$ cat src/design/rsa_block_modexp_macros.svh
// assertion macros shared by the modular exponentiation block
`ifndef RSA_BLOCK_MODEXP_MACROS_SVH
`define RSA_BLOCK_MODEXP_MACROS_SVH
// assert that a condition holds at every edge outside reset
`define RBM_ASSERT_ALWAYS(label, cond, msg) \
  label: assert property (@(posedge clk) disable iff (rst) (cond)) else $error(msg);
// assert that a consequent holds in the cycle after an antecedent
`define RBM_ASSERT_NEXT(label, ante, cons, msg) \
  label: assert property (@(posedge clk) disable iff (rst) (ante) |=> (cons)) else $error(msg);
`endif

$ cat src/design/rbm_pkg.sv
// shared constants of the modular exponentiation block
`timescale 1ns / 1ps
package rbm_pkg;
  localparam int DataWidth = 31;
  localparam int CntWidth = 5;
  localparam logic [0:0] RegExponent = 1'd0;
  localparam logic [0:0] RegModulus = 1'd1;
  localparam int TdataWidth = 32;
endpackage

$ cat src/design/rbm_cell.sv
// one bit slice of the bit-serial modular multiplier
`timescale 1ns / 1ps
module rbm_cell (
  input  logic clk,
  input  logic clear,
  input  logic shift,
  input  logic lower_in,
  input  logic a_bit,
  input  logic m_bit,
  input  logic borrow_in,
  input  logic next_bit,
  input  logic add_en,
  input  logic carry_in,
  output logic carry_out,
  output logic borrow_out,
  output logic r_bit,
  output logic d_bit
);
  logic r;
  logic t;
  // operand added at this slice
  assign t = add_en & a_bit;
  // sum bit of shifted remainder plus multiplicand
  assign d_bit = lower_in ^ t ^ carry_in;
  assign carry_out = (lower_in & t) | (lower_in & carry_in) | (t & carry_in);
  // borrow of the sum minus twice the modulus
  assign borrow_out = (~d_bit & (m_bit | borrow_in)) | (m_bit & borrow_in);
  assign r_bit = r;
  // remainder register of this slice
  always_ff @(posedge clk) begin
    if (clear) begin
      r <= 1'b0;
    end else if (shift) begin
      r <= next_bit;
    end
  end
endmodule

$ cat src/design/rbm_mulmod.sv
// bit-serial interleaved modular multiplier built from a row of cells
`timescale 1ns / 1ps
module rbm_mulmod (
  input  logic clk,
  input  logic rst,
  input  logic start,
  input  logic [rbm_pkg::DataWidth-1:0] a,
  input  logic [rbm_pkg::DataWidth-1:0] b,
  input  logic [rbm_pkg::DataWidth-1:0] m,
  output logic done,
  output logic [rbm_pkg::DataWidth-1:0] p
);
  localparam int W = rbm_pkg::DataWidth;
  // cells cover the remainder plus two guard bits
  localparam int N = W + 2;
  logic [W-1:0] bsh;
  logic [rbm_pkg::CntWidth-1:0] cnt;
  logic busy;
  logic [N-1:0] r_q;
  logic [N-1:0] lower, d, aw, mw, nw;
  logic [N:0] c, s1;
  logic [N-1:0] dd, d2;
  logic ge2, ge1;
  // shifted remainder and operand words
  assign lower = {r_q[N-2:0], 1'b0};
  assign aw = {2'b00, a};
  assign mw = {2'b00, m};
  assign nw = {1'b0, m, 1'b0};
  assign c[0] = 1'b0;
  assign s1[0] = 1'b0;
  // row of cells: add chain, compare against 2m, remainder bits
  genvar g;
  for (g = 0; g < N; g++) begin : g_cell
    logic rb, db;
    rbm_cell u_cell (
      .clk(clk), .clear(start), .shift(busy), .lower_in(lower[g]),
      .a_bit(aw[g]), .m_bit(nw[g]), .borrow_in(s1[g]), .next_bit(d2[g]),
      .add_en(bsh[W-1]), .carry_in(c[g]), .carry_out(c[g+1]),
      .borrow_out(s1[g+1]), .r_bit(rb), .d_bit(db)
    );
    assign d[g] = db;
    assign r_q[g] = rb;
  end
  // reduce by 2m, then by m
  assign ge2 = c[N] | ~s1[N];
  assign dd = ge2 ? d - nw : d;
  assign ge1 = dd >= mw;
  assign d2 = ge1 ? dd - mw : dd;
  always_ff @(posedge clk) begin
    if (rst) begin
      busy <= 1'b0;
      done <= 1'b0;
      cnt <= '0;
    end else begin
      done <= 1'b0;
      if (start) begin
        busy <= 1'b1;
        cnt <= '0;
      end else if (busy) begin
        cnt <= cnt + 1'b1;
        if (cnt == rbm_pkg::CntWidth'(W - 1)) begin
          busy <= 1'b0;
          done <= 1'b1;
        end
      end
    end
  end
  // multiplier bits, most significant first
  always_ff @(posedge clk) begin
    if (start) begin
      bsh <= b;
    end else if (busy) begin
      bsh <= {bsh[W-2:0], 1'b0};
    end
  end
  assign p = r_q[W-1:0];
  `include "rsa_block_modexp_macros.svh"
  `RBM_ASSERT_NEXT(a_done_ends, done, !busy, "multiplier busy after done")
  `RBM_ASSERT_ALWAYS(a_rem_lt, !busy || (r_q < mw) || (m == '0), "remainder not reduced")
  `RBM_ASSERT_NEXT(a_start_busy, start, busy, "start did not launch")
endmodule

$ cat src/design/rsa_block_modexp.sv
// top level of the modular exponentiation block
// Each word takes 32 + (set bits of exponent) multiplications, 32 to 63, all on
// one shared bit-serial multiplier (a row of 33 cells); a word is taken only
// when the previous cipher has left the output register. Results are
// message_block ^ exponent mod modulus, and 0 for a modulus below two.
`timescale 1ns / 1ps
module rsa_block_modexp (
  input  logic clk,
  input  logic rst,
  input  logic wr_en,
  input  logic [0:0] wr_index,
  input  logic [rbm_pkg::DataWidth-1:0] wr_data,
  input  logic s_tvalid,
  output logic s_tready,
  input  logic [rbm_pkg::TdataWidth-1:0] s_tdata, // message_block, pad
  output logic m_tvalid,
  input  logic m_tready,
  output logic [rbm_pkg::TdataWidth-1:0] m_tdata  // cipher_block, pad
);
  localparam int W = rbm_pkg::DataWidth;
  localparam logic [2:0] StIdle = 3'd0;
  localparam logic [2:0] StRed = 3'd1;
  localparam logic [2:0] StMul = 3'd2;
  localparam logic [2:0] StSq = 3'd3;
  localparam logic [2:0] StOut = 3'd4;
  logic [2:0] state;
  logic [W-1:0] exponent, modulus, base, acc, esh, ma, mb;
  logic [rbm_pkg::CntWidth-1:0] bit_cnt;
  logic mul_start;
  logic mul_done;
  logic [W-1:0] prod;
  // config registers
  always_ff @(posedge clk) begin
    if (rst) begin
      exponent <= W'(1);
      modulus <= W'(2);
    end else if (wr_en) begin
      if (wr_index == rbm_pkg::RegExponent) exponent <= wr_data;
      if (wr_index == rbm_pkg::RegModulus) modulus <= wr_data;
    end
  end
  rbm_mulmod u_mul (
    .clk(clk), .rst(rst), .start(mul_start), .a(ma), .b(mb), .m(modulus),
    .done(mul_done), .p(prod)
  );
  assign s_tready = (state == StIdle);
  assign m_tvalid = (state == StOut);
  assign m_tdata = {1'b0, acc};
  // sequencer: reduce base (1*message), then per exponent bit multiply and square
  always_ff @(posedge clk) begin
    if (rst) begin
      state <= StIdle;
      mul_start <= 1'b0;
    end else begin
      mul_start <= 1'b0;
      case (state)
        StIdle: begin
          if (s_tvalid) begin
            ma <= W'(1);
            mb <= s_tdata[W-1:0];
            esh <= exponent;
            bit_cnt <= '0;
            acc <= (modulus < W'(2)) ? '0 : W'(1);
            mul_start <= 1'b1;
            state <= StRed;
          end
        end
        StRed: begin
          if (mul_done) begin
            base <= prod;
            ma <= acc;
            mb <= prod;
            mul_start <= esh[0];
            state <= esh[0] ? StMul : StSq;
            if (!esh[0]) begin
              ma <= prod;
              mul_start <= 1'b1;
            end
          end
        end
        StMul: begin
          if (mul_done) begin
            acc <= (modulus < W'(2)) ? '0 : prod;
            ma <= base;
            mb <= base;
            mul_start <= 1'b1;
            state <= StSq;
          end
        end
        StSq: begin
          if (mul_done) begin
            base <= prod;
            esh <= {1'b0, esh[W-1:1]};
            bit_cnt <= bit_cnt + 1'b1;
            if (bit_cnt == rbm_pkg::CntWidth'(W - 1)) begin
              state <= StOut;
            end else if (esh[1]) begin
              ma <= acc;
              mb <= prod;
              mul_start <= 1'b1;
              state <= StMul;
            end else begin
              ma <= prod;
              mb <= prod;
              mul_start <= 1'b1;
            end
          end
        end
        StOut: begin
          if (m_tready) state <= StIdle;
        end
        default: state <= StIdle;
      endcase
    end
  end
  `include "rsa_block_modexp_macros.svh"
  `RBM_ASSERT_NEXT(a_out_hold, m_tvalid && !m_tready, m_tvalid && $stable(m_tdata), "dropped")
  `RBM_ASSERT_ALWAYS(a_acc_lt, !m_tvalid || acc < modulus || modulus < W'(2), "cipher not reduced")
  `RBM_ASSERT_NEXT(a_take, s_tvalid && s_tready, !s_tready, "accepted while busy")
endmodule

$ cat config.mk
export PLATFORM = sky130hd
export DESIGN_NAME = rsa_block_modexp
export DESIGN_NICKNAME = d
export VERILOG_FILES = /design/src/design/rbm_pkg.sv /design/src/design/rbm_cell.sv /design/src/design/rbm_mulmod.sv /design/src/design/rsa_block_modexp.sv
export VERILOG_INCLUDE_DIRS = /design/src /design/src/design
export SDC_FILE = /design/constraint.sdc
export NUM_CORES = 1
export LEC_CHECK = 0
export ABC_AREA = 1
export BUFFER_PORTS_ARGS = -buffer_cell sky130_fd_sc_hd__buf_2
export CAP_MARGIN = 40
export CORE_UTILIZATION = 50
export CTS_BUF_LIST = sky130_fd_sc_hd__clkbuf_8 sky130_fd_sc_hd__clkbuf_16
export DETAILED_ROUTE_END_ITERATION = 10
export PLACE_DENSITY = 0.66
export SLEW_MARGIN = 10
export SYNTH_ARGS = -nofsm -noshare
export SYNTH_HDL_FRONTEND = slang
export SYNTH_SLANG_ARGS = --single-unit
$ cat constraint.sdc
create_clock -name clk -period 39.6 [get_ports clk]
set_input_delay 7.92 -clock clk [delete_from_list [all_inputs] [get_ports clk]]
set_output_delay 7.92 -clock clk [all_outputs]
set_load 0.02 [all_outputs]
==> summary.txt, run 1 <==
Outcome
  – Status: finished, final reports clean

Placed design
  – IO buf count: 100
  – GPL Wtd Cong: 0.930
  – Setup slack at placement: 21.48 ns
  – HPWL Detailed: 28,000 microns

Die
  – Die Wd: 183 microns
  – Area of the core: 32,500 sq um
  – Row count: 66
  – Top Ports: 103
  – Starting density of the core: 0.507
  – Die area: 33,600 sq um
  – Vert. Die Dim: 183 microns

Min path
  – Hold Crit Start: u_mul.g_cell[20].u_cell.r_bit$_SDFFE_PP0P_
  – Hold Crit Class: register to register
  – Hold Path End: base[20]$_DFFE_PP_
  – Hold path depth: 0

Detailed routing
  – Iter 0 DRT Violations: 1,011
  – Vias: 12.9k
  – Router iterations before antenna repair: 5
  – DRC Markers: 0
  – Vias per inst: 5.23
  – Antenna Nets Post-Route: 0
  – Wire per inst: 15.4 microns
  – WL final: 38,100 microns

CTS
  – Max clock buf depth: 3
  – Clk Latency, worst-skew pair: 0.56 ns
  – CTS tree: done
  – Clock transition at path regs: 0.06 ns
  – Root Driver: clkbuf_16
  – Cts hold-fix bufs: 0
  – Resized Gates After CTS: 0
  – Sink Count: 296
  – Num CTS Buffers: 31
  – H-tree Lvls: 1
  – Post-CTS setup buffer count: 0

Logic synthesis
  – Synth Area per Inst: 8.55 sq um
  – Syn Std Cell Area: 16,500 sq um
  – Yosys warns: 0
  – Post-synth EDFFs: 191
  – Sequential element share of the synthesized area: 0.476
  – Yosys cell types: 53
  – Post-Synthesis Cells: 1,925
  – Post-synth top flop: edfxtp_1
  – Synthesized Nets: 2,095
  – Async SR Flop Fraction: 0
  – Number of synthesized register bits: 296

Critical path
  – Most frequent CP cell: fa_1
  – Max stage delay cell, worst path: a21oi_4
  – Buf/Inv on CP: 6
  – Reg2reg setup slack: 21.50 ns
  – CP peak stage delay: 0.68 ns
  – Startpoint Class: register
  – Worst EP required: 40.10 ns
  – Crit path capture type: register
  – CP delay by family, top: adder cells
  – R2R Path End: u_mul.g_cell[2].u_cell.r_bit$_SDFFE_PP0P_
  – RR Startpoint: u_mul.bsh[30]$_DFFE_PP_
  – R2R depth: 65
  – CP max FO: 32
  – Crit path kind: register to register
  – Worst EP arrival: 18.60 ns

Cells and area
  – Filler cells: 2,957
  – Most frequent cells in the layout: 564 x nand2_1, 226 x inv_1, 191 x edfxtp_1, 126 x nor2_1, 112 x nand3_1
  – # diodes: 0
  – Most common cell after layout, fill and taps aside: nand2_1
  – Area Growth Syn to Fin: 12.5%
  – Layout cell share with drive strength beyond 1: 0.110
  – Final-stage net count: 2,171

Timing
  – Final setup viols: 0
  – Max Clk Rate: 55.3 MHz
  – PnR worst setup slack: 21.50 ns
  – Slew of the pin with the lowest slew margin: 0.904 ns
  – Setup repair after global routing missed its margin: no
  – Final hold slack: 0.456 ns
  – Period utilisation layout: 0.457
  – Min Clock Period, post-route: 18.10 ns
  – Slew Viols, Final: 0
  – Hold Violations, Final: 0
  – Fin Setup TNS: 0 ns
  – Clk_skew: 0.0108 ns
  – Slew HR: 0.392

GRT
  – Total gr overflow: 0
  – Vias in the first global route: 12.2k
  – Total Routing Usage GR: 0.231
  – First-pass GRT wire length: 62,900 microns
  – Initial antenna violation count: 0
  – Largest net degree at the start of global routing: 64

Job
  – MaxCap Viol Count: 0
==> area by class of cell <==
type                            count  area, sq um  share of cell area
Timing Repair Buffer              123          761              0.0411
Sequential cell                   296         7840               0.423
Inverter                          231          867              0.0468
Multi-Input combinational cell   1318         7460               0.403
Tap cell                          442          553              0.0299
Clock buffer                       37          903              0.0488
Clock inverter                     20          128             0.00690
==> logic make-up (layout without fill, tap and decap cells) <==
group / after synthesis / in the layout / synth area share
and+or+nand+nor: 845 / 845 / 0.207
AOI/OAI and AO/OA: 311 / 311 / 0.121
buffers and inverters: 311 / 411 / 0.0733
DFF: 296 / 296 / 0.476
adders and majority gates: 101 / 101 / 0.0910
xor gates and xnor gates: 60 / 60 / 0.0319
other: 1 / 1 / 0.000228
==> cells in the mapped netlist (2+ instances only) <==
master    count  area, sq um
buf_2         7         35.0
nand2_1     564         2120
o21ai_1       2         10.0
o22ai_1      15         93.8
buf_6         3         33.8
a21boi_2      4         45.0
xor2_1       20          175
nand3b_1      2         15.0
o221ai_1     30          263
or2_2         2         12.5
nand4_1       7         43.8
inv_1       224          841
a21oi_2       4         35.0
nor3_1        9         45.0
buf_4         2         15.0
ha_1         70          876
inv_2         6         22.5
nand2_2       4         25.0
o21ai_0      82          410
fa_1         31          621
a22oi_1      14          105
o31ai_2       2         25.0
o21bai_1      3         22.5
a31oi_1       2         12.5
nor4_1        9         56.3
a211oi_2      2         25.0
dfxtp_1     105         2100
clkbuf_1     68          255
nor2_1      133          499
a211oi_1      4         30.0
a21boi_1      2         15.0
a21oi_1      95          475
o211ai_1     32          240
edfxtp_1    191         5740
o21ai_2       7         61.3
nand3_1     112          561
xnor2_1      40          350
==> per-layer routing <==
metal / track usage / part of all wire / vias up / wire length, microns
met2: 0.350 / 0.42 / 383 / 16000
met1: 0.359 / 0.51 / 5904 / 19300
met5: 0 / 0 / - / 0
met3: 0.0252 / 0.059 / 39 / 2260
met4: 0.0387 / 0.012 / 0 / 459
li1: - / - / 6566 / -
==> worst reg2reg max path: cells and delay by family (launching register included) <==
kind / cells / cell delay (ns)
DFF: 1 / 0.35
and+or+nand+nor: 18 / 2.66
buffers and inverters: 6 / 0.91
adders and majority gates: 32 / 12.18
AOI/OAI and AO/OA: 9 / 1.93
==> worst max path at each step <==
| stage | from | end | cells past startpoint |
|---|---|---|---|
| 3_3_place_gp | u_mul.bsh[30]$_DFFE_PP_ | u_mul.g_cell[2].u_cell.r_bit$_SDFFE_PP0P_ | 65 |
| 6_report | u_mul.bsh[30]$_DFFE_PP_ | u_mul.g_cell[2].u_cell.r_bit$_SDFFE_PP0P_ | 65 |
| 2_1_floorplan | u_mul.bsh[30]$_DFFE_PP_ | u_mul.g_cell[18].u_cell.r_bit$_SDFFE_PP0P_ | 64 |
| 5_1_grt | u_mul.bsh[30]$_DFFE_PP_ | u_mul.g_cell[2].u_cell.r_bit$_SDFFE_PP0P_ | 65 |
| 3_5_place_dp | u_mul.bsh[30]$_DFFE_PP_ | u_mul.g_cell[2].u_cell.r_bit$_SDFFE_PP0P_ | 65 |
| 4_1_cts | u_mul.bsh[30]$_DFFE_PP_ | u_mul.g_cell[2].u_cell.r_bit$_SDFFE_PP0P_ | 65 |
==> registers in the layout, summed over array words and instances, names as in the netlist <==
name                       count
exponent                      31
u_mul.cnt                      5
u_mul.g_cell.u_cell.r_bit     32
acc                           31
bit_cnt                        5
mb                            31
mul_start                      1
u_mul.done                     1
base                          31
state                          3
modulus                       31
ma                            31
esh                           31
u_mul.bsh                     31
u_mul.busy                     1
==> through the flow <==
step / instances / util / cell area (sq um)
floorplan: 1925 / - / 16500
global placement: 2405 / 0.535 / 17400
detailed placement: 2410 / 0.539 / 17500
CTS: 2467 / 0.570 / 18500
global route: 2467 / 0.570 / 18500
finish: 2467 / 0.570 / 18500
Power of run 1 is not shown: default switching activity piles up to over one toggle a cycle in this logic, so the estimate is an artifact.
==> inputs of run 2 (changes only) <==
ABC_AREA = 0   (was 1)
clock period = 17 ns   (was 39.6 ns; I/O delays follow)
==> summary.txt, run 2 <==
Logic synthesis
  – Syn Std Cell Area: 17,100 sq um
  – Yosys cell types: 70
  – Synth top area share: 0.336
  – Most frequent cell after synthesis: nand2_1
  – Number of synthesized register bits: 296
  – Post-synth EDFFs: 191
  – Post-synth top cells: 267 x nand2_1, 191 x edfxtp_1, 124 x a21oi_1
  – Async SR Flop Fraction: 0
  – Synthesized Nets: 1,898
  – Yosys warns: 0
  – Post-synth top flop: edfxtp_1
  – Post-Synthesis Cells: 1,728
  – Cell taking the most area after synthesis: edfxtp_1
  – Top post-synthesis cells by area: edfxtp_1 34%, dfxtp_1 12%, nand2_1 5.9%, ha_1 5.1%, mux2_2 4.0%
  – Sequential element share of the synthesized area: 0.459
  – Synth Area per Inst: 9.87 sq um

Placed design
  – Setup slack at placement: -0.571 ns
  – IO buf count: 100
  – HPWL Detailed: 33,500 microns
  – Dpl cells: 2,320
  – GPL Wtd Cong: 0.980

Critical path
  – RR Startpoint: u_mul.bsh[30]$_DFFE_PP_
  – Crit path kind: register to register
  – Reg2reg setup slack: 0.39 ns
  – Crit path capture type: register
  – R2R Path End: u_mul.g_cell[0].u_cell.r_bit$_SDFFE_PP0P_
  – Worst EP required: 17.43 ns
  – Most frequent CP cell: fa_2
  – Startpoint Class: register
  – Buf/Inv on CP: 8
  – Worst EP arrival: 17.04 ns
  – R2R depth: 57
  – CP max FO: 13
  – CP delay by family, top: adder cells
  – Max stage delay cell, worst path: fa_2
  – CP peak stage delay: 0.58 ns

Min path
  – Hold Crit Start: exponent[9]$_SDFFE_PP0P_
  – Hold Path End: exponent[9]$_SDFFE_PP0P_
  – Hold Crit Class: register to register
  – Hold path depth: 2

Die
  – Top Ports: 103
  – Die Wd: 187 microns
  – Vert. Die Dim: 187 microns
  – Row count: 67
  – Area of the core: 33,500 sq um
  – Starting density of the core: 0.509
  – Die area: 34,900 sq um

Detailed routing
  – DRC Markers: 0
  – Vias: 13.8k
  – Iter 0 DRT Violations: 1,084
  – Vias per inst: 5.77
  – Antenna Nets Post-Route: 0
  – Wire per inst: 19.3 microns
  – Router iterations before antenna repair: 5
  – WL final: 46,100 microns

GRT
  – Vias in the first global route: 13.5k
  – Largest net degree at the start of global routing: 72
  – Total gr overflow: 0
  – First-pass GRT wire length: 72,800 microns
  – Initial antenna violation count: 0
  – Total Routing Usage GR: 0.264

Timing
  – Clk_skew: 0.0134 ns
  – Slew of the pin with the lowest slew margin: 0.956 ns
  – Final setup viols: 0
  – Min Clock Period, post-route: 16.61 ns
  – PnR worst setup slack: 0.392 ns
  – Slew HR: 0.362
  – Period utilisation layout: 0.977
  – Max Clk Rate: 60.2 MHz
  – Hold Violations, Final: 0
  – Slew Viols, Final: 0

Outcome
  – Status: finished, final reports clean

CTS
  – Num CTS Buffers: 34
  – CTS tree: done
  – Sink Count: 296
  – Cts hold-fix bufs: 0
  – H-tree Lvls: 2
  – Clk Latency, worst-skew pair: 0.52 ns
  – Max clock buf depth: 3
  – Root Driver: clkbuf_16
  – Clock transition at path regs: 0.06 ns

Cells and area
  – Most common cell after layout, fill and taps aside: nand2_1
  – Layout cell share with drive strength beyond 1: 0.214
  – Area Growth Syn to Fin: 18.7%
  – Filler cells: 2,846
  – # diodes: 0
  – Number of flip-flops under the largest register name: 32
  – Final Instance Count excl. Fillers: 2,387
  – Final-stage net count: 2,084
  – Most frequent cells in the layout: 267 x nand2_1, 191 x edfxtp_1, 133 x buf_4, 119 x a21oi_1, 111 x inv_1

Job
  – MaxCap Viol Count: 0
==> run 2: changes by cell type in the layout (fill, tap and decap cells not counted), sizes merged, moves of 29 or more <==
cell,before,now
o221ai,30,0
nor2,134,92
nand2,569,267
inv,234,114
nand3,112,19
a211oi,6,35
and2,0,36
buf,123,239
mux2,0,62
mux2i,0,62
==> run 2: cells by family after synthesis <==
logic type,after synthesis,share of synthesized area
AND/OR/NAND/NOR,515,0.136
multiplexers,124,0.0775
XOR/XNOR,61,0.0313
other,1,0.000220
buffers and inverters,196,0.0448
flip-flops,296,0.459
AO/OA/AOI/OAI,432,0.162
adder cells (fa/ha/maj),103,0.0889
==> run 2: worst max-delay path by stage <==
stage                                       start                                   endpoint  slack [ns]  cells past startpoint
after floorplan           u_mul.bsh[30]$_DFFE_PP_  u_mul.g_cell[0].u_cell.r_bit$_SDFFE_PP0P_        0.24                     55
after global placement    u_mul.bsh[30]$_DFFE_PP_  u_mul.g_cell[4].u_cell.r_bit$_SDFFE_PP0P_       -0.48                     56
after detailed placement  u_mul.bsh[30]$_DFFE_PP_  u_mul.g_cell[4].u_cell.r_bit$_SDFFE_PP0P_       -0.57                     56
after CTS                 u_mul.bsh[30]$_DFFE_PP_  u_mul.g_cell[4].u_cell.r_bit$_SDFFE_PP0P_        0.03                     58
after global routing      u_mul.bsh[30]$_DFFE_PP_  u_mul.g_cell[0].u_cell.r_bit$_SDFFE_PP0P_       -0.08                     57
final                     u_mul.bsh[30]$_DFFE_PP_  u_mul.g_cell[0].u_cell.r_bit$_SDFFE_PP0P_        0.39                     57
==> run 2: final cells by class <==
type | count | area (sq um) | area share
repair buffers | 239 | 1630 | 0.0805
inverters | 107 | 402 | 0.0198
clock buffers | 36 | 890 | 0.0439
multi-input cells | 1236 | 8670 | 0.428
clock inverters | 25 | 253 | 0.0125
flip-flops and latches | 296 | 7840 | 0.387
well taps | 448 | 561 | 0.0277
==> run 2: stage by stage <==
stage / TNS, ns / util / instance area, sq um / hold WS [ns]
floorplan: 0 / - / 17100 / 0.432
global placement: -11.44 / 0.562 / 18900 / 0.438
detailed placement: -14.43 / 0.564 / 18900 / 0.443
CTS: 0 / 0.601 / 20100 / 0.452
global route: -0.223 / 0.604 / 20200 / 0.470
finish: 0 / 0.604 / 20200 / 0.452
==> run 2: what timing repair did <==
item / in CTS / in global routing
setup endpoints to repair: 32 / 32
endpoints found under the hold margin: 0 / 0
pin swaps: 6 / 9
buffers inserted: 5 / 0
resized for setup: 19 / 24
==> run 2: tightest hold or removal path, stage by stage, from the launching register on <==
cell,delay [ns]
dfxtp_1,0.31
nand2_1,0.05
a21oi_1,0.05
==> run 2: metal layers <==
layer / share of wire / vias to the layer above / track usage / wire (microns)
met5: 0 / - / 0 / 0
met4: 0.029 / 0 / 0.0933 / 1350
met3: 0.056 / 72 / 0.0378 / 2570
met2: 0.48 / 442 / 0.434 / 22000
met1: 0.44 / 6673 / 0.356 / 20200
li1: - / 6580 / - / -
Power of run 2 is left out for the same reason.
